`src/sv/emgwfe_ram.sv`:
```
// Generic single-write, single-read synchronous RAM with registered read data.
// No dependencies.
module emgwfe_ram #(
    parameter int WIDTH = 8,
    parameter int DEPTH = 64
) (
    input  logic                     clk,
    input  logic                     we,
    input  logic [$clog2(DEPTH)-1:0] waddr,
    input  logic [WIDTH-1:0]         wdata,
    input  logic [$clog2(DEPTH)-1:0] raddr,
    output logic [WIDTH-1:0]         rdata
);

    logic [WIDTH-1:0] mem [DEPTH];
    logic [WIDTH-1:0] rdata_reg;

    always_ff @(posedge clk)
    begin
        if (we)
        begin
            mem[waddr] <= wdata;
        end
        rdata_reg <= mem[raddr];
    end

    assign rdata = rdata_reg;

endmodule

```
`config.mk`:
```
export PLATFORM = sky130hd
export DESIGN_NAME = emgwfe_ram
export DESIGN_NICKNAME = d
export VERILOG_FILES = /design/src/sv/emgwfe_ram.sv
export SDC_FILE = /design/constraint.sdc
export NUM_CORES = 1
export LEC_CHECK = 0
export BUFFER_PORTS_ARGS = -buffer_cell sky130_fd_sc_hd__buf_2
export CAP_MARGIN = 20
export CORE_MARGIN = 2
export CORE_UTILIZATION = 35
export DETAILED_ROUTE_END_ITERATION = 12
export MAX_ROUTING_LAYER = met4
export PLACE_DENSITY = 0.59
export SLEW_MARGIN = 25
export SYNTH_ARGS = -nofsm -noshare
export SYNTH_HDL_FRONTEND = slang
export SYNTH_SLANG_ARGS = --single-unit
```
`constraint.sdc`:
```
create_clock -name clk -period 6.2 [get_ports clk]
set_clock_uncertainty 0.2 [all_clocks]
set_input_delay 1.24 -clock clk [delete_from_list [all_inputs] [get_ports clk]]
set_output_delay 1.24 -clock clk [all_outputs]
set_load 0.1 [all_outputs]
```
==> results of run 1 <==
==> Yosys cell counts, drive strengths merged <==
master | number | share of area, %
a2111oi | 2 | 0.087
a211oi | 4 | 0.15
a21oi | 3 | 0.074
a221oi | 6 | 0.26
a22oi | 3 | 0.11
a31oi | 1 | 0.031
and2 | 1 | 0.031
buf | 34 | 1.3
clkbuf | 17 | 0.32
dfxtp | 8 | 0.79
edfxtp | 512 | 76
mux2 | 13 | 0.73
mux2i | 23 | 1.1
mux4 | 126 | 14
nand2 | 19 | 0.35
nand2b | 7 | 0.22
nand3 | 13 | 0.32
nand3b | 3 | 0.11
nand4 | 2 | 0.062
nand4b | 1 | 0.043
nor2 | 83 | 1.5
nor2b | 14 | 0.43
nor3 | 7 | 0.17
nor4 | 2 | 0.062
o2111ai | 3 | 0.13
o21a | 2 | 0.074
o21ai | 4 | 0.099
o221a | 2 | 0.11
o221ai | 8 | 0.35
o22ai | 8 | 0.25
o2bb2ai | 3 | 0.13
o311ai | 1 | 0.043
o32ai | 2 | 0.087
o41ai | 2 | 0.087
or3 | 1 | 0.031
==> tightest hold or removal path: stages (launching register included) <==
cell and delay, ps:
edfxtp_1 320, mux4_2 230, o22ai_1 80, nand2_1 70, o2bb2ai_1 100
==> area by class of cell <==
cell class | instances | area, µm²
Multi-Input combinational cell | 369 | 4320
Tap cell | 756 | 946
Antenna cell | 4 | 10.0
Sequential cell | 520 | 15500
Fill cell | 4969 | 34000
Clock buffer | 78 | 1490
Timing Repair Buffer | 46 | 329
Clock inverter | 15 | 101
==> where the power goes <==
part	total (mW)	internal (mW)	leakage (nW)	switching, mW
clock	2.94	1.69	0.782	1.25
sequential	3.90	3.89	4.67	0.0124
combinational	0.401	0.133	1.50	0.269
==> cell families (layout without fill, tap and decap cells) <==
group	Yosys count	count (layout)
mux	162	162
simple gates	153	153
other cells	0	4
compound gates	54	54
flops	520	520
buf+inv	51	139
==> metal layers <==
| metal | wire [µm] | share of wire, % | global-route usage [%] | vias up |
|---|---|---|---|---|
| li1 | - | - | - | 4043 |
| met4 | 1150 | 2.6 | 4.93 | 0 |
| met5 | 0 | 0 | - | - |
| met2 | 22200 | 49 | 25.2 | 302 |
| met3 | 2760 | 6.1 | 2.67 | 73 |
| met1 | 19000 | 42 | 20.8 | 4980 |
==> how the worst max path moves through the flow <==
stage | startpoint | to | slack [ps]
CTS | raddr[0] | rdata[4] | 2350
floorplan | raddr[1] | rdata[3] | 3090
global route | raddr[0] | rdata[4] | 2230
global placement | raddr[0] | rdata[4] | 1780
finish | raddr[0] | rdata[6] | 2430
detailed placement | raddr[0] | rdata[4] | 1740
==> flow_summary.yaml, run 1 <==
timing:
  slew_violations: 0
  maxSlewHeadroom_pct: 29.6
  setup_slack_ps: 2430
  setup_viol: 0
  max_freq_mhz: 265
  rsz0062_at_grt: "no"
  finalCritPeriodShare_pct: 60.8
  fin_setup_tns_ps: 0
  holdWs_ps: 638
  tightest_slew_ps: 1050
  timing_hold_violations_final: 0
  fin_crit_ps: 3770
placement:
  gp_congestion: 0.743
  io_buffers: 29
  dp.cells: 1690
  placedInstanceArea_um2: 21100
  hpwl_um: 27300
  post-place-ws_ps: 1740
global_routing:
  grt_max_degree: 78
  grt_overflow: 0
  first_global_vias: 9719
  track_usage_pct: 15.8
  grt_pass1_wl_um: 67000
  antenna_found_initial: 4
synth:
  synthAdderAreaFrac_pct: 0
  ys_types: 40
  synth_top_family_by_area: "multiplexers"
  syn_area_um2: 20200
  seq_area_frac_synth_pct: 77.0
  yosys_register_bits: 520
  syn_nets: 962
  syn_avg_cell_area_um2: 21.5
  synth_mux_area_share_pct: 15.9
  netlist_instances: 940
  synth_compound_area_share_pct: 2.07
  synth_warnings: 0
  synth_xor_area_share_pct: 0
  synth_simple_gate_area_share_pct: 3.39
critical_path:
  start_kind: "input pin"
  path_buf_inv: 3
  cp_max_fo: 47
  critical_path_required_ps: 6430
  cp_top_family: "buffers and inverters"
  worstSetupPathType: "in2reg"
  cp_data_arrival_time_ps: 4000
  regToRegStartpoint: "mem[41][1]"
  slowest_delay_ps: 550
  cp-end-kind: "flip-flop"
  timing.reg2reg.setup_slack_ps: 3920
  cpMaxStageDelayCell: "mux4_2"
  critical_path_depth: 8
  crit_chain: "clkbuf_8 > buf_16 > buf_4 > mux4_2 > mux2_2 > o221a_2 > nor3_1 > o32ai_1"
  r2r-end: "rdata[1]"
  rr_worst_depth: 4
drt:
  post-route-drc-count: 0
  drt_pass1_iterations: 4
  drt_iter0_drc: 804
  routed_via_density: 5.26
  wl_um: 45100
  ant_nets: 0
  avgRoutedWirePerCell_um: 25.2
  vias: 9398
power:
  ir_drop_mv: 0.228
  total_power_mw: 7.25
  power_density_nw_per_um2: 319
  p_leak_nw: 6.95
cells_and_area:
  final_cell_area_um2: 22700
  drive_above_1_share_pct: 25.1
  fin_util_pct: 40.1
  largest_reg_flops: 512
  nets: 1010
  final_cell_mix: "edfxtp_1 (512), mux4_2 (126), nor2_1 (82)"
  fin_cells: 1788
  final_common_cell: "edfxtp_1"
  syn2layout_area_growth_pct: 12.7
hold_path:
  hold_path_startpoint: "mem[18][2]"
  hold_depth: 4
  holdPathEnd: "rdata[2]"
  worstHoldPathType: "reg2reg"
floorplanning:
  ioPinCount: 30
  die_w_um: 244
  rows: 87
  floorplan.die.height_um: 244
  core_area_um2: 56700
  die-area_um2: 59600
  start_util_pct: 35.6
clocking:
  clock-root-buffer: "clkbuf_16"
  cts_tree: "built"
  clock_latency_ps: 570
  clkSlewWorstSetupHoldPaths_ps: 60
  clockBufferDepth: 3
  cts.sinks: 520
  ctsHoldBuffers: 0
  cts_resized: 0
  cts_max_level: 2
  cts_setup_buffers: 0
  cts_made_buffers: 51
outcome:
  status: "completed"
job:
  drv_cap: 0
(Power assumes the default switching activity.)
==> run 2, diff against run 1 <==
PLACE_DENSITY = 0.61   (was 0.59)
clock period = 3.45 ns   (was 6.2 ns; I/O delays follow)
==> flow_summary.yaml, run 2 (synthesis results as in run 1) <==
outcome:
  status: "completed"
floorplanning:
  floorplan.die.height_um: 244
  core_area_um2: 56700
  ioPinCount: 30
  die-area_um2: 59600
  die_w_um: 244
  rows: 87
  start_util_pct: 35.6
global_routing:
  use_met1_pct: 22.1
  busiest_layer: "met2"
  antenna_found_initial: 3
  grt_overflow: 0
  grt_util_met3_pct: 3.36
  first_global_vias: 10100
  grt_pass1_wl_um: 68600
  use_met2_pct: 24.9
  grt_max_degree: 65
  track_usage_pct: 16.2
critical_path:
  start_kind: "input pin"
  critical_path_required_ps: 3710
  cp-end-kind: "flip-flop"
  cp_max_fo: 29
  cp_top_family: "multiplexers"
  path_buf_inv: 1
  cp_data_arrival_time_ps: 2780
  slowest_delay_ps: 580
  crit_chain: "clkbuf_8 > mux4_2 > mux2_2 > o221a_2 > nor3_1 > o32ai_1"
  rr_worst_depth: 5
  critical_path_depth: 6
  worstSetupPathType: "in2reg"
  cpMaxStageDelayCell: "mux4_2"
clocking:
  clock_latency_ps: 600
  cts_made_buffers: 52
  cts_resized: 0
  cts_setup_buffers: 0
  clock-root-buffer: "clkbuf_16"
  cts.sinks: 520
  clockBufferDepth: 3
  cts_tree: "built"
  ctsHoldBuffers: 0
  cts_max_level: 2
  clkSlewWorstSetupHoldPaths_ps: 60
job:
  drv_cap: 0
cells_and_area:
  largest_reg_flops: 512
  fin_util_pct: 41.3
  final_common_cell: "edfxtp_1"
  final_cell_mix: "edfxtp_1 (512), mux4_2 (126), buf_4 (103)"
  drive_above_1_share_pct: 31.1
  syn2layout_area_growth_pct: 16.3
  nets: 1105
drt:
  routed_via_density: 5.24
  ant_nets: 0
  wl_um: 46000
  avgRoutedWirePerCell_um: 24.5
  vias: 9848
  post-route-drc-count: 0
  drt_iter0_drc: 1013
  drt_pass1_iterations: 5
placement:
  io_buffers: 29
  hpwl_um: 29200
  gp_congestion: 0.817
timing:
  max_freq_mhz: 398
  timing_hold_violations_final: 0
  maxSlewHeadroom_pct: 36.6
  slew_violations: 0
  fin_crit_ps: 2510
  tightest_slew_ps: 951
  setup_viol: 0
  rsz0062_at_grt: "no"
  finalCritPeriodShare_pct: 72.9
  fin_setup_tns_ps: 0
power:
  p_leak_nw: 7.44
  ir_drop_mv: 0.345
  power_density_nw_per_um2: 550
hold_path:
  hold_depth: 1
  worstHoldPathType: "in2reg"
==> run 2: cell count changes in the layout (fill, tap and decap cells not counted), moves of 3 or more <==
cell / before / now
clkbuf_8: 8 / 1
clkbuf_1: 18 / 9
buf_2: 22 / 25
clkinv_1: 5 / 14
clkinv_2: 7 / 11
buf_4: 21 / 103
buf_12: 1 / 11
==> run 2: final timing paths <==
check,startpoint,endpoint,slack [ps]
setup / recovery,raddr[0],rdata[6],940
hold / removal,wdata[4],mem[13][4],140
setup reg to reg,mem[29][6],rdata[6],1180
hold reg to reg,mem[22][0],rdata[0],640
==> run 2: per-stage QoR <==
| stage | setup slack, ps | cells | hold WS (ps) | cell area (µm²) | total power [mW] |
|---|---|---|---|---|---|
| floorplan | 892 | 940 | 518 | 20200 | 7.60 |
| global placement | 265 | 1785 | 627 | 21900 | 7.92 |
| detailed placement | 262 | 1785 | 623 | 21900 | 7.93 |
| CTS | 873 | 1875 | 105 | 23400 | 13.0 |
| global route | 817 | 1878 | 118 | 23400 | 13.3 |
| finish | 936 | 1879 | 136 | 23400 | 12.9 |
==> run 2: worst reg2reg max path: cells and delay by family, from the launching register on <==
| kind | cells | cell delay (ps) |
|---|---|---|
| AO/OA/AOI/OAI | 2 | 420 |
| multiplexers | 2 | 770 |
| flip-flops | 1 | 370 |
| AND/OR/NAND/NOR | 1 | 360 |
==> run 2: metal layers <==
metal	routed length (µm)	vias to the layer above	part of all wire (%)
met4	1050	0	2.3
li1	-	4218	-
met1	19900	5207	43
met2	21900	343	48
met5	0	-	0
met3	3200	80	7.0
==> run 2: cell type report <==
type	count	area [µm²]
Timing Repair Buffer	140	1130
Clock inverter	29	171
Antenna cell	4	10.0
Sequential cell	520	15500
Multi-Input combinational cell	369	4320
Tap cell	756	946
Clock buffer	61	1340
Fill cell	4918	33300
==> run 2: power breakdown <==
part	switching, mW	internal [mW]	leakage, nW
Clock	2.29	2.82	0.746
Combinational	0.498	0.276	2.02
Sequential	0.0229	6.99	4.67
Total	2.81	10.1	7.44
