--- src/sv/emgwfe_pkg.sv ---
// Package for the EMG window feature extractor: sizes, payload structs and lane control.
// Has no dependencies. All other source files but emgwfe_ram use it through scoped names.
package emgwfe_pkg;

    localparam int RING_DEPTH   = 64;
    localparam int WINDOW_SIZE  = 50;
    localparam int NUM_CHANNELS = 4;
    localparam int SAMPLE_BITS  = 12;

    localparam int ADDR_W  = $clog2(RING_DEPTH);
    localparam int WORD_W  = NUM_CHANNELS * SAMPLE_BITS;
    localparam int CNT_W   = $clog2(WINDOW_SIZE + 1);
    localparam int CH_W    = (NUM_CHANNELS > 1) ? $clog2(NUM_CHANNELS) : 1;
    localparam int WIN_W   = $clog2(WINDOW_SIZE);
    localparam int SUM_W   = SAMPLE_BITS + WIN_W;
    localparam int D_W     = SUM_W + 1;
    localparam int ABS_W   = SUM_W + WIN_W;
    localparam int LEN_W   = SAMPLE_BITS + WIN_W;
    localparam int MAV_DIV = WINDOW_SIZE * WINDOW_SIZE;
    localparam int WL_DIV  = WINDOW_SIZE;

    // Q12.4 scaling: floor(16 * sum / div) as floor(16 * sum * recip / 2^sh), exact because
    // the scaled sum is below 2^N and sh = N + clog2(div)
    localparam int MAVN_W = ABS_W + 4;
    localparam int WLN_W  = LEN_W + 4;
    localparam int MAV_SH = MAVN_W + $clog2(MAV_DIV);
    localparam int WL_SH  = WLN_W + $clog2(WL_DIV);
    localparam longint MAV_RECIP = ((longint'(1) << MAV_SH) + longint'(MAV_DIV) - 1)
                                   / longint'(MAV_DIV);
    localparam longint WL_RECIP  = ((longint'(1) << WL_SH) + longint'(WL_DIV) - 1)
                                   / longint'(WL_DIV);

    typedef struct packed {
        logic [11:0] sample_ch0;
        logic [11:0] sample_ch1;
        logic [11:0] sample_ch2;
        logic [11:0] sample_ch3;
    } sample_set_t;

    typedef struct packed {
        logic [1:0]  channel_index;
        logic [15:0] mean_abs_value;
        logic [5:0]  zero_crossings;
        logic [15:0] waveform_length;
        logic [5:0]  turn_count;
        logic        last_channel;
    } feature_t;

    typedef struct packed {
        logic clr;
        logic sum_en;
        logic feat_en;
        logic has_prev;
        logic has_prev2;
    } lane_ctl_t;

endpackage

--- src/sv/emgwfe_lane.sv ---
// One channel's accumulators: window sum on the first pass, features on the second.
// Depends on emgwfe_pkg.
module emgwfe_lane (
    input  logic                                  clk,
    input  emgwfe_pkg::lane_ctl_t                 ctl,
    input  logic [emgwfe_pkg::SAMPLE_BITS-1:0]    x,
    output logic [emgwfe_pkg::ABS_W-1:0]          abs_sum,
    output logic [emgwfe_pkg::LEN_W-1:0]          len_sum,
    output logic [5:0]                            zc,
    output logic [5:0]                            turns
);

    localparam int SB = emgwfe_pkg::SAMPLE_BITS;
    localparam int SW = emgwfe_pkg::SUM_W;
    localparam int DW = emgwfe_pkg::D_W;

    logic [SW-1:0]                 sum_reg, sum_next;
    logic [emgwfe_pkg::ABS_W-1:0]  abs_reg, abs_next;
    logic [emgwfe_pkg::LEN_W-1:0]  len_reg, len_next;
    logic [5:0]                    zc_reg, zc_next, tn_reg, tn_next;
    logic [SB-1:0]                 px_reg, px_next;
    logic                          dpos_reg, dpos_next, dneg_reg, dneg_next;
    logic                          epos_reg, epos_next, eneg_reg, eneg_next;

    logic [DW-1:0]  wx;
    logic [DW-1:0]  d;
    logic [SW-1:0]  dabs;
    logic           dpos, dneg;
    logic [SB:0]    e;
    logic [SB-1:0]  eabs;
    logic           epos, eneg;

    always_comb
    begin
        wx   = DW'(x) * DW'(emgwfe_pkg::WINDOW_SIZE);
        d    = wx - DW'(sum_reg);
        dneg = d[DW-1];
        dpos = !d[DW-1] && (d != '0);
        dabs = dneg ? SW'(-d) : SW'(d);
        e    = {1'b0, x} - {1'b0, px_reg};
        eneg = e[SB];
        epos = !e[SB] && (e != '0);
        eabs = eneg ? SB'(-e) : SB'(e);

        sum_next  = sum_reg;
        abs_next  = abs_reg;
        len_next  = len_reg;
        zc_next   = zc_reg;
        tn_next   = tn_reg;
        px_next   = px_reg;
        dpos_next = dpos_reg;
        dneg_next = dneg_reg;
        epos_next = epos_reg;
        eneg_next = eneg_reg;
        if (ctl.clr)
        begin
            sum_next = '0;
            abs_next = '0;
            len_next = '0;
            zc_next  = '0;
            tn_next  = '0;
        end
        else if (ctl.sum_en)
        begin
            sum_next = sum_reg + SW'(x);
        end
        else if (ctl.feat_en)
        begin
            abs_next  = abs_reg + emgwfe_pkg::ABS_W'(dabs);
            px_next   = x;
            dpos_next = dpos;
            dneg_next = dneg;
            if (ctl.has_prev)
            begin
                len_next  = len_reg + emgwfe_pkg::LEN_W'(eabs);
                epos_next = epos;
                eneg_next = eneg;
                if ((dpos && dneg_reg) || (dneg && dpos_reg))
                begin
                    zc_next = zc_reg + 1'b1;
                end
                if (ctl.has_prev2 && ((epos && eneg_reg) || (eneg && epos_reg)))
                begin
                    tn_next = tn_reg + 1'b1;
                end
            end
        end
    end

    always_ff @(posedge clk)
    begin
        sum_reg  <= sum_next;
        abs_reg  <= abs_next;
        len_reg  <= len_next;
        zc_reg   <= zc_next;
        tn_reg   <= tn_next;
        px_reg   <= px_next;
        dpos_reg <= dpos_next;
        dneg_reg <= dneg_next;
        epos_reg <= epos_next;
        eneg_reg <= eneg_next;
    end

    assign abs_sum = abs_reg;
    assign len_sum = len_reg;
    assign zc      = zc_reg;
    assign turns   = tn_reg;

endmodule

--- config.mk ---
export PLATFORM = sky130hd
export DESIGN_NAME = emgwfe_lane
export DESIGN_NICKNAME = d
export VERILOG_FILES = /design/src/sv/emgwfe_pkg.sv /design/src/sv/emgwfe_lane.sv
export SDC_FILE = /design/constraint.sdc
export NUM_CORES = 1
export LEC_CHECK = 0
export BUFFER_PORTS_ARGS = -buffer_cell sky130_fd_sc_hd__buf_4
export CAP_MARGIN = 10
export CORE_MARGIN = 2
export CORE_UTILIZATION = 50
export CTS_CLUSTER_DIAMETER = 50
export DETAILED_ROUTE_END_ITERATION = 10
export PLACE_DENSITY = 0.69
export SETUP_SLACK_MARGIN = 0.3
export SYNTH_ARGS = -nofsm -noshare
export SYNTH_HDL_FRONTEND = slang
export SYNTH_SLANG_ARGS = --single-unit
--- constraint.sdc ---
create_clock -name clk -period 9.8 [get_ports clk]
set_clock_uncertainty 0.1 [all_clocks]
set_input_delay 1.47 -clock clk [delete_from_list [all_inputs] [get_ports clk]]
set_output_delay 1.47 -clock clk [all_outputs]
set_load 0.01 [all_outputs]
==> results summary <==
The synthesis-stage register bit count is 88. Setup repair after global routing left no endpoint under its margin. Leaving out fill and tap cells, the most frequent cells in the layout are ha_1 (116), nand2_1 (96), a21oi_1 (94), nor2_1 (92), inv_1 (88). The clock reaches the later pin of the worst-skew pair after 0.35 ns.

The clock transition at the registers of the reported paths came out at 0.07 ns. The count of inserted antenna diode cells came out at 0. The weighted congestion at the end of routability-driven global placement is 0.875. The final critical path time including I/O delays and setup came out at 8.70 ns. The highest cell delay on the worst timing path came out at 0.54 ns. The die extent in x is 136 µm. The top-level port count is 72. The critical path's most frequent cell is ha_1. For this run, the post-layout net count is 1,283. The cell family contributing the most delay on the critical path is compound AO/OA/AOI/OAI gates. In this run the worst hold path is classified as flip-flop to flip-flop.

For this design, the CTS-stage hold fixing added 0 buffers. No sink is reached through more buffers than the 2 on the longest clock path. Entering global routing, the biggest net connects 88 pins.

The average wire per cell in the routed design came out at 14.9 µm. The number of warnings printed during yosys synthesis came out at 0. After detailed placement, the total cell area comes to 9410 µm². The post-synth net total came out at 1,236. Summed over all layers, the global routing overflow is 0.

The initial antenna violation count came to 0. Once routing completed, OpenROAD measured the worst setup slack at 1.10 ns. The worst setup timing slack at the placement stage came out at 0.751 ns. After clock tree synthesis, the repair step resized 0 gates. The share of the cycle needed by the critical path after routing came out at 88.8%. The peak supply drop came out at 0.000330 V. The number of pins exceeding their max-slew limit in the final report came out at 0.

The number of synthesized flops with an enable pin is 16. A synthesized cell averages 8.01 µm². Across all layers, the routed design uses 7,762 vias. The final antenna-violating net count came out at 0. The number of flip-flops in the largest register is 24. The number of global-route vias before repair came out at 7,401.

TritonCTS built the clock tree. The achievable frequency came out at 0.115 GHz. The total of buffers placed on input and output ports came out at 71. The post-route netlist has 9.19% of its cells at a drive strength greater than 1. Using the TritonRoute via totals, the vias-per-cell ratio works out to 5.68.

The total of endpoints with negative setup slack in the final report came out at 0. The starting utilization of the core area is 50.8%. The area enclosed by the die boundary came out at 18,500 µm². For this run, the leading register cell type out of synthesis is dfxtp_1. The die is 136 µm tall. The leakage power total is 0.00435 µW. The worst endpoint required time is 9.95 ns. The final design instance area without fill came out at 9750 µm².

The first global-routing pass estimated 34.9 mm of wire. The run finished with clean final reports. The placed wire-length estimate after detailed placement came out at 15.5 mm. The growth of design area from synthesis to finish is 11.7%.

The H-tree was split into 3 levels. CTS saw 88 sinks. The count of unique library cells instantiated by Yosys is 74. The initialized floorplan defines 48 standard-cell rows. The buffer and inverter count on the worst path came out at 2. The kind of launch point of the worst setup path is a primary input. Headroom to the max-slew limit came out at 39.0%. The global-route usage over all layers came out at 23.0%. The setup TNS is 0 ns. The number of iterations in the first detailed-routing pass is 5. The share of flip-flops with an asynchronous set or reset after synthesis is 0%. On the critical path, the stage with the largest delay is an instance of a2111oi_0.

The most common cell after layout, fill and taps aside is ha_1. Across all hold checks on the routed design, the worst slack comes to 0.377 ns. The DRC violation total after the first TritonRoute iteration came out at 489. The critical-path maximum fanout is 13.

The transition time at the pin with the least slew margin came out at 0.915 ns. The gate count after technology mapping is 1,090. The cell sitting at the root of the clock tree is a clkbuf_16. Data on the critical path arrives at its endpoint at 8.85 ns.

The count of max-cap constraint violations came out at 0. The count of final hold-check violations came out at 0. Summing the sequential cell areas from Yosys gives 22.0% of the chip area.

The overall routed net length came out at 20.3 mm. The category of the worst setup path capture point is a flip-flop. The post-synthesis instance area came out at 8730 µm². The number of setup buffers added after CTS is 0. After detailed routing, the number of remaining DRC violations is 0.

The CTS buffer count is 9. By startpoint and endpoint, the worst setup path is classified as primary input to flip-flop. The ratio of total power to cell area is 292 nW/µm². The placeable core region is 17,200 µm².
==> final timing paths <==
path	endpoint	from	slack [ns]	depth (start not counted)
setup reg to reg	abs_sum[23]	sum_reg[2]	4.18	20
hold / removal	len_sum[9]	len_sum[9]	0.38	2
setup / recovery	abs_sum[23]	x[1]	1.10	31
hold reg to reg	len_sum[9]	len_sum[9]	0.38	2
==> per-layer routing <==
metal / wire length (µm) / up-vias / track usage, % / share of wire [%]
met5: 0 / - / 0 / 0
met4: 183 / 0 / 4.17 / 0.90
met3: 708 / 11 / 3.77 / 3.5
met2: 9820 / 130 / 40.5 / 48
met1: 9630 / 3606 / 29.7 / 47
li1: - / 4015 / - / -
==> cell type report <==
cell class                      count  area [µm²]
Sequential cell                    88        1920
Multi-Input combinational cell    878        6330
Timing Repair Buffer               72         541
Inverter                           88         330
Tap cell                          225         282
Clock buffer                       11         254
Fill cell                        1639        7430
Clock inverter                      5        85.1
==> cell families (layout without fill, tap and decap cells) <==
kind of cell	after synthesis	after routing	share of synthesized area, %
compound gates	297	297	23.1
xor+xnor	86	86	8.63
fa+ha+maj	128	128	19.4
buf+inv	124	176	5.46
flops	88	88	22.0
mux	16	16	1.94
simple gates	351	351	19.4
==> worst min-delay path, stage by stage, from the launching register on <==
cell     delay [ns]
dfxtp_1        0.33
nand2_1        0.06
a21oi_1        0.05
==> stage by stage <==
| step | total power, µW | instances | utilization, % |
|---|---|---|---|
| floorplan | 2040 | 1090 | - |
| global placement | 2400 | 1351 | 54.8 |
| detailed placement | 2410 | 1351 | 54.8 |
| CTS | 2840 | 1367 | 56.7 |
| global route | 3130 | 1367 | 56.7 |
| finish | 2850 | 1367 | 56.7 |
==> cell usage after synthesis, types with 9 or more instances <==
cell      count  share of area (%)
a21oi_1      94                5.4
nor3_1       35                2.0
nand3_1      33                1.9
nor2_1       92                4.0
ha_1        116                 17
or3_1        13               0.93
o21bai_1     10               0.86
xor2_1       28                2.8
and3_1       13               0.93
edfxtp_1     16                5.5
clkbuf_1     28                1.2
and2_1        9               0.65
xnor2_1      58                5.8
fa_1         12                2.8
mux2i_1       9                1.0
nor2b_1      21                1.5
o21ai_0      42                2.4
a21o_1       22                1.9
a211oi_1     11               0.95
nand2_1      96                4.1
o21a_1       22                1.9
inv_1        88                3.8
dfxtp_1      72                 17
==> power breakdown <==
group	switching [µW]	total [µW]	internal (µW)	leakage, µW
clock	164	405	241	0.000162
sequential	42.0	461	419	0.000735
combinational	1140	1980	843	0.00345
total	1340	2850	1500	0.00435
Power figures use the tool's default switching activity.
