File: src/sv/emgwfe_pkg.sv
// Package for the EMG window feature extractor: sizes, payload structs and lane control.
// Has no dependencies. All other source files but emgwfe_ram use it through scoped names.
package emgwfe_pkg;

    localparam int RING_DEPTH   = 64;
    localparam int WINDOW_SIZE  = 50;
    localparam int NUM_CHANNELS = 4;
    localparam int SAMPLE_BITS  = 12;

    localparam int ADDR_W  = $clog2(RING_DEPTH);
    localparam int WORD_W  = NUM_CHANNELS * SAMPLE_BITS;
    localparam int CNT_W   = $clog2(WINDOW_SIZE + 1);
    localparam int CH_W    = (NUM_CHANNELS > 1) ? $clog2(NUM_CHANNELS) : 1;
    localparam int WIN_W   = $clog2(WINDOW_SIZE);
    localparam int SUM_W   = SAMPLE_BITS + WIN_W;
    localparam int D_W     = SUM_W + 1;
    localparam int ABS_W   = SUM_W + WIN_W;
    localparam int LEN_W   = SAMPLE_BITS + WIN_W;
    localparam int MAV_DIV = WINDOW_SIZE * WINDOW_SIZE;
    localparam int WL_DIV  = WINDOW_SIZE;

    // Q12.4 scaling: floor(16 * sum / div) as floor(16 * sum * recip / 2^sh), exact because
    // the scaled sum is below 2^N and sh = N + clog2(div)
    localparam int MAVN_W = ABS_W + 4;
    localparam int WLN_W  = LEN_W + 4;
    localparam int MAV_SH = MAVN_W + $clog2(MAV_DIV);
    localparam int WL_SH  = WLN_W + $clog2(WL_DIV);
    localparam longint MAV_RECIP = ((longint'(1) << MAV_SH) + longint'(MAV_DIV) - 1)
                                   / longint'(MAV_DIV);
    localparam longint WL_RECIP  = ((longint'(1) << WL_SH) + longint'(WL_DIV) - 1)
                                   / longint'(WL_DIV);

    typedef struct packed {
        logic [11:0] sample_ch0;
        logic [11:0] sample_ch1;
        logic [11:0] sample_ch2;
        logic [11:0] sample_ch3;
    } sample_set_t;

    typedef struct packed {
        logic [1:0]  channel_index;
        logic [15:0] mean_abs_value;
        logic [5:0]  zero_crossings;
        logic [15:0] waveform_length;
        logic [5:0]  turn_count;
        logic        last_channel;
    } feature_t;

    typedef struct packed {
        logic clr;
        logic sum_en;
        logic feat_en;
        logic has_prev;
        logic has_prev2;
    } lane_ctl_t;

endpackage

File: src/sv/emgwfe_div.sv
// Q12.4 scaling of one channel's feature sums by reciprocal multiplication: the sums are
// registered on start, then the products, and done rises with the result. Depends on emgwfe_pkg.
module emgwfe_div (
    input  logic                            clk,
    input  logic                            rst_n,
    input  logic                            start,
    input  logic [emgwfe_pkg::ABS_W-1:0]    abs_sum,
    input  logic [emgwfe_pkg::LEN_W-1:0]    len_sum,
    output logic                            done,
    output logic [15:0]                     mav,
    output logic [15:0]                     wl
);

    localparam int AN = emgwfe_pkg::MAVN_W;
    localparam int AM = AN + 1;
    localparam int AP = AN + AM;
    localparam int AQ = AP - emgwfe_pkg::MAV_SH;
    localparam int WN = emgwfe_pkg::WLN_W;
    localparam int WM = WN + 1;
    localparam int WP = WN + WM;
    localparam int WQ = WP - emgwfe_pkg::WL_SH;

    localparam logic [AM-1:0] MAV_M = AM'(emgwfe_pkg::MAV_RECIP);
    localparam logic [WM-1:0] WL_M  = WM'(emgwfe_pkg::WL_RECIP);

    logic          busy_reg, done_reg;
    logic [AN-1:0] an_reg;
    logic [WN-1:0] ln_reg;
    logic [AP-1:0] ap_reg;
    logic [WP-1:0] lp_reg;
    logic [AQ-1:0] aq;
    logic [WQ-1:0] lq;

    always_ff @(posedge clk or negedge rst_n)
    begin
        if (!rst_n)
        begin
            busy_reg <= 1'b0;
            done_reg <= 1'b0;
        end
        else
        begin
            busy_reg <= start;
            done_reg <= busy_reg;
        end
    end

    always_ff @(posedge clk)
    begin
        if (start)
        begin
            an_reg <= {abs_sum, 4'b0000};
            ln_reg <= {len_sum, 4'b0000};
        end
        if (busy_reg)
        begin
            ap_reg <= AP'(an_reg) * AP'(MAV_M);
            lp_reg <= WP'(ln_reg) * WP'(WL_M);
        end
    end

    assign aq   = ap_reg[AP-1:emgwfe_pkg::MAV_SH];
    assign lq   = lp_reg[WP-1:emgwfe_pkg::WL_SH];
    assign mav  = (aq > AQ'(16'hFFFF)) ? 16'hFFFF : aq[15:0];
    assign wl   = (lq > WQ'(16'hFFFF)) ? 16'hFFFF : lq[15:0];
    assign done = done_reg;

endmodule

File: config.mk
export PLATFORM = sky130hd
export DESIGN_NAME = emgwfe_div
export DESIGN_NICKNAME = d
export VERILOG_FILES = /design/src/sv/emgwfe_pkg.sv /design/src/sv/emgwfe_div.sv
export SDC_FILE = /design/constraint.sdc
export NUM_CORES = 1
export LEC_CHECK = 0
export ABC_AREA = 1
export BUFFER_PORTS_ARGS = -buffer_cell sky130_fd_sc_hd__buf_2
export CAP_MARGIN = 20
export CELL_PAD_IN_SITES_DETAIL_PLACEMENT = 1
export CELL_PAD_IN_SITES_GLOBAL_PLACEMENT = 1
export CORE_MARGIN = 1.5
export CORE_UTILIZATION = 45
export CTS_CLUSTER_SIZE = 14
export DETAILED_ROUTE_END_ITERATION = 10
export GPL_ROUTABILITY_DRIVEN = 0
export GPL_TIMING_DRIVEN = 1
export PLACE_DENSITY_LB_ADDON = 0.1
export SLEW_MARGIN = 5
export SYNTH_ARGS = -nofsm -noshare
export SYNTH_HDL_FRONTEND = slang
export SYNTH_SLANG_ARGS = --single-unit
File: constraint.sdc
create_clock -name clk -period 7.9 [get_ports clk]
set_input_delay 0 -clock clk [delete_from_list [all_inputs] [get_ports clk]]
set_output_delay 0 -clock clk [all_outputs]
set_load 0.03 [all_outputs]
==> results of run 1 <==
## kinds of logic (layout without fill, tap and decap cells)
| kind of cell | Yosys count | in the layout | share of synthesized area (%) |
|---|---|---|---|
| compound gates | 201 | 201 | 5.06 |
| xor+xnor | 13 | 13 | 0.514 |
| fa+ha+maj | 811 | 811 | 59.3 |
| buf+inv | 733 | 870 | 12.4 |
| flops | 78 | 78 | 10.5 |
| simple gates | 612 | 612 | 12.1 |
## cell type report
class | instances | share of cell area (%)
clock buffer | 9 | 0.933
clock inverter | 7 | 0.332
inverter | 731 | 11.4
multi-input combinational | 1637 | 70.8
sequential | 78 | 9.67
tap | 664 | 3.44
timing repair buffer | 123 | 3.48
## layer usage
metal | up-vias | routed length [um] | part of all wire (%) | track usage (%)
li1 | 7723 | - | - | -
met1 | 8441 | 31300 | 44 | 40.4
met2 | 344 | 33900 | 48 | 48.9
met3 | 100 | 3190 | 4.5 | 4.75
met4 | 0 | 2340 | 3.3 | 9.83
met5 | - | 0 | 0 | 0
## worst max-delay path by stage
stage                            end  slack, ns
after global placement    ap_reg[40]       1.37
final                     ap_reg[40]       1.24
after global routing      ap_reg[40]       1.03
after detailed placement  ap_reg[40]       1.33
after floorplan           ap_reg[56]       2.39
after CTS                 ap_reg[40]       1.30
## Yosys cell counts, types with 12 or more instances
| cell | number | area, um2 |
|---|---|---|
| nor2_2 | 13 | 81.3 |
| edfxtp_1 | 76 | 2280 |
| o21bai_1 | 14 | 105 |
| o21ai_0 | 54 | 270 |
| nand2_1 | 323 | 1210 |
| ha_1 | 411 | 5140 |
| nor3_1 | 16 | 80.1 |
| or2_2 | 36 | 225 |
| fa_1 | 400 | 8010 |
| a21oi_1 | 99 | 495 |
| nor2_1 | 120 | 450 |
| a21o_1 | 12 | 90.1 |
| inv_1 | 726 | 2730 |
| nand3_1 | 57 | 285 |
| nand4_1 | 21 | 131 |
## through the flow
| step | instances | cell area [um2] | utilization, % |
|---|---|---|---|
| after floorplan | 2448 | 22200 | - |
| after global placement | 3189 | 23400 | 48.0 |
| after detailed placement | 3189 | 23400 | 48.0 |
| after CTS | 3249 | 24100 | 49.5 |
| after global routing | 3249 | 24100 | 49.5 |
| final | 3249 | 24100 | 49.5 |
## critical path, stage by stage, from the launching register on
cell      delay (ns)
edfxtp_1        0.58
ha_1            0.65
inv_1           0.17
fa_1            0.45
fa_1            0.55
inv_1           0.06
fa_1            0.52
inv_1           0.06
fa_1            0.57
inv_1           0.07
fa_1            0.48
inv_1           0.05
fa_1            0.48
inv_1           0.05
ha_1            0.32
a21oi_1         0.10
o21ai_0         0.44
a21oi_1         0.22
nand2_1         0.14
a21oi_1         0.07
xnor2_1         0.38
==> flow_metrics.py, run 1 <==
metrics = {
    "cts": {
        "insertion_delay_ns": 0.40,
        "numCtsBuffers": 9,
        "cts_root_buf": "clkbuf_16",
        "clk_path_buf_depth": 2,
        "tritoncts": "built",
        "hold_buffers": 44,
        "ctsHtreeMaxLevel": 3,
        "cts_sinks": 78,
        "post_cts_resized": 0,
        "path_clk_slew_ns": 0.07,
        "cts_setup_buffers": 0,
    },
    "sta": {
        "finalCritPeriodShare_pct": 84.3,
        "fmax_mhz": 150,
        "setup_violations": 0,
        "finalClockSkew_ns": 0.0184,
        "hold_violations": 0,
        "relSlewSlack_pct": 40.0,
        "drv_slew": 0,
        "rsz0062_at_grt": "no",
        "finalCriticalPeriod_ns": 6.66,
        "worstMarginPinSlew_ns": 0.894,
        "setup_ws_ns": 1.24,
        "fin_tns_setup_ns": 0,
        "holdWs_ns": 0.178,
    },
    "grt": {
        "grt_max_degree": 44,
        "grt_pass1_wl_mm": 111,
        "grt_overflow_total": 0,
        "grtUsageTotal_pct": 29.9,
        "grt_pass1_vias": 18902,
        "antenna_found_initial": 2,
    },
    "cells_and_area": {
        "largest_reg_flops": 24,
        "insertedDiodeCount": 0,
        "nFillCells": 5700,
        "most-common-layout-cells": "726 x inv_1, 411 x ha_1, 400 x fa_1",
        "multi_input_area_um2": 17100,
        "drive_above_1_share_pct": 6.54,
        "final_net_count": 3436,
        "syn2layout_area_growth_pct": 8.89,
        "layout_commonest_cell": "inv_1",
        "regArea_um2": 2330,
    },
    "floorplanning": {
        "io_pins": 78,
        "die_w_um": 225,
        "die_area_um2": 50600,
        "dieHeight_um": 225,
        "start_util_pct": 45.5,
        "core_area_um2": 48700,
        "num_rows": 81,
    },
    "synth": {
        "ys_types": 37,
        "syn_avg_cell_area_um2": 9.05,
        "synth_warnings": 0,
        "ys.flop_type": "edfxtp_1",
        "synth_seq_cells": 78,
        "synth_edf_count": 76,
        "syn_inst": 2448,
        "syn_nets": 3304,
        "ys_seq_area_share_pct": 10.5,
        "ys_async_sr_fraction_pct": 2.56,
        "synth_area_um2": 22200,
    },
    "hold_path": {
        "worst_hold_path_type": "in -> reg",
        "hold_path_end": "busy_reg",
        "min_from": "start",
        "hold_depth": 2,
    },
    "worst_setup_path": {
        "reg2reg_to": "ap_reg[40]",
        "cp_data_arrival_time_ns": 6.80,
        "startpoint": "an_reg[15]",
        "crit_fanout": 6,
        "cp.required_ns": 8.05,
        "worst-r2r-cell-count": 20,
        "worstReg2RegStart": "an_reg[15]",
        "critPathCaptureType": "flip-flop",
        "crit_type": "reg -> reg",
        "ff2ff_setup_slack_ns": 1.24,
        "cp-start-kind": "flip-flop",
    },
    "route": {
        "vias": 16608,
        "vias_per_cell": 5.11,
        "drt_iter0_drc": 919,
        "routedWlPerCell_um": 21.8,
        "routed_wirelength_mm": 70.7,
        "final_antenna_net_count": 0,
        "drt-pass1-iter-count": 5,
        "drc": 0,
    },
    "outcome": {
        "status": "finished, final reports clean",
    },
    "run": {
        "maxCapViolCount": 0,
    },
    "placed_design": {
        "hpwl_mm": 64.1,
        "dp_slack_ns": 1.33,
        "io_buffers": 77,
    },
}
Power of run 1 is left out: the tool's default activity adds up to more than one toggle a clock period on the data nets, which glitch-free logic cannot reach.
==> run 2, diff against run 1 <==
- clock period: 7.9 -> 5.9 ns (I/O delays scaled with it)
==> run 2 against run 1 <==
Cell area up 9.6%; sequential share of layout area is 0.84 points lower; clock skew is 0.0023 ns lower; worst hold slack got worse by 0.0083 ns; clock-buffer cell count unchanged; first-iteration DRC count is 19% lower; critical path depth is 1 higher; largest cell class unchanged.
==> flow_metrics.py, run 2 (synthesis gave the netlist of run 1 again) <==
metrics = {
    "outcome": {
        "status": "finished, final reports clean",
    },
    "route": {
        "drc": 0,
        "drt-pass1-iter-count": 5,
        "routedWlPerCell_um": 21.7,
        "vias": 17362,
        "vias_per_cell": 5.08,
        "drt_iter0_drc": 746,
        "final_antenna_net_count": 0,
        "routed_wirelength_mm": 74.1,
    },
    "floorplanning": {
        "core_area_um2": 48700,
        "die_area_um2": 50600,
        "start_util_pct": 45.5,
        "num_rows": 81,
        "io_pins": 78,
        "dieHeight_um": 225,
        "die_w_um": 225,
    },
    "sta": {
        "finalCritPeriodShare_pct": 99.9,
        "finalCriticalPeriod_ns": 5.89,
        "fmax_mhz": 170,
        "setup_violations": 0,
        "holdWs_ns": 0.170,
        "relSlewSlack_pct": 38.5,
        "worstMarginPinSlew_ns": 0.916,
        "drv_slew": 0,
        "hold_violations": 0,
        "finalClockSkew_ns": 0.0161,
        "rsz0062_at_grt": "yes",
    },
    "worst_setup_path": {
        "cp_data_arrival_time_ns": 6.05,
        "crit_fanout": 5,
        "crit_type": "reg -> reg",
        "cp-start-kind": "flip-flop",
        "ff2ff_setup_slack_ns": 0.006,
        "critPathCaptureType": "flip-flop",
        "cp.required_ns": 6.05,
    },
    "cts": {
        "insertion_delay_ns": 0.41,
        "clk_path_buf_depth": 2,
        "cts_root_buf": "clkbuf_16",
        "tritoncts": "built",
        "path_clk_slew_ns": 0.08,
        "cts_sinks": 78,
        "numCtsBuffers": 9,
        "ctsHtreeMaxLevel": 3,
    },
    "cells_and_area": {
        "syn2layout_area_growth_pct": 19.3,
        "drive_above_1_share_pct": 19.3,
        "most-common-layout-cells": "698 x inv_1, 377 x fa_1, 373 x ha_1",
        "largest_reg_flops": 24,
        "insertedDiodeCount": 0,
        "layout_commonest_cell": "inv_1",
        "final_net_count": 3607,
    },
    "grt": {
        "grtUsageTotal_pct": 30.6,
        "grt_max_degree": 44,
        "grt_pass1_vias": 19704,
        "grt_overflow_total": 0,
        "antenna_found_initial": 1,
        "grt_pass1_wl_mm": 115,
    },
    "hold_path": {
        "worst_hold_path_type": "in -> reg",
    },
    "placed_design": {
        "hpwl_mm": 66.0,
        "io_buffers": 77,
    },
    "run": {
        "maxCapViolCount": 0,
    },
}
-- run 2: cell count changes in the layout (fill, tap and decap cells not counted), moves of 19 or more --
cell     change
inv_1       -28
fa_2        +23
nor2_1      -23
inv_2       +27
buf_4      +161
a21oi_1     -30
nand2_2     +22
ha_1        -38
ha_4        +29
nor2_4      +19
fa_1        -23
nand2_1     -30
a21oi_2     +25
-- run 2: cell type report --
| type | count | area [um2] |
|---|---|---|
| multi-input cells | 1637 | 18100 |
| clock buffers | 9 | 225 |
| well taps | 664 | 831 |
| clock inverters | 7 | 73.8 |
| flip-flops and latches | 78 | 2330 |
| inverters | 731 | 2750 |
| fillers | 5637 | 22300 |
| repair buffers | 294 | 2160 |
-- run 2: worst paths after layout --
kind                       depth (start not counted)  startpoint    endpoint
max                                               21  an_reg[18]  ap_reg[56]
min                                                2       start    busy_reg
max reg2reg                                       21  an_reg[18]  ap_reg[56]
min reg2reg                                        0    busy_reg        done
max in group asynchronous                          3       rst_n        done
min in group asynchronous                          3       rst_n    busy_reg
-- run 2: repair_timing --
item                                    4_1_cts  5_1_grt
hold endpoints to repair                     44        0
endpoints found under the setup margin       17       20
setup buffers                                23       21
resized for setup                            58      206
hold buffers                                 44        0
pin swaps                                    14       79
-- run 2: worst max-delay path, stage by stage, from the launching register on --
cell      delay (ns)
edfxtp_1        0.48
fa_2            0.52
fa_1            0.56
inv_2           0.06
fa_1            0.55
inv_1           0.05
fa_2            0.55
fa_2            0.44
fa_1            0.55
inv_2           0.05
fa_1            0.55
inv_2           0.06
ha_4            0.33
nand2_8         0.08
nor2_4          0.16
inv_2           0.06
nor2_4          0.10
inv_2           0.06
nor2_4          0.12
nand3_1         0.12
nand4_1         0.12
nand2_1         0.06
-- run 2: metal layers --
metal  vias up  share of wire [%]  GRT usage (%)
met3       112                3.3           3.21
met4         0                3.7           10.3
met5         -                  0              0
li1       8073                  -              -
met2       307                 50           51.9
met1      8870                 43           40.9
-- run 2: metrics by stage --
stage / setup TNS [ns] / setup slack [ns] / util, % / instance area, um2 / instances
floorplan: 0 / 0.390 / - / 22200 / 2448
global placement: -1.40 / -0.163 / 49.9 / 24300 / 3317
detailed placement: -1.70 / -0.190 / 49.9 / 24300 / 3317
CTS: -0.0201 / -0.0201 / 52.3 / 25500 / 3400
global route: -1.97 / -0.191 / 54.2 / 26400 / 3420
finish: 0 / 0.00622 / 54.2 / 26400 / 3420
Power of run 2 is left out for the same reason.
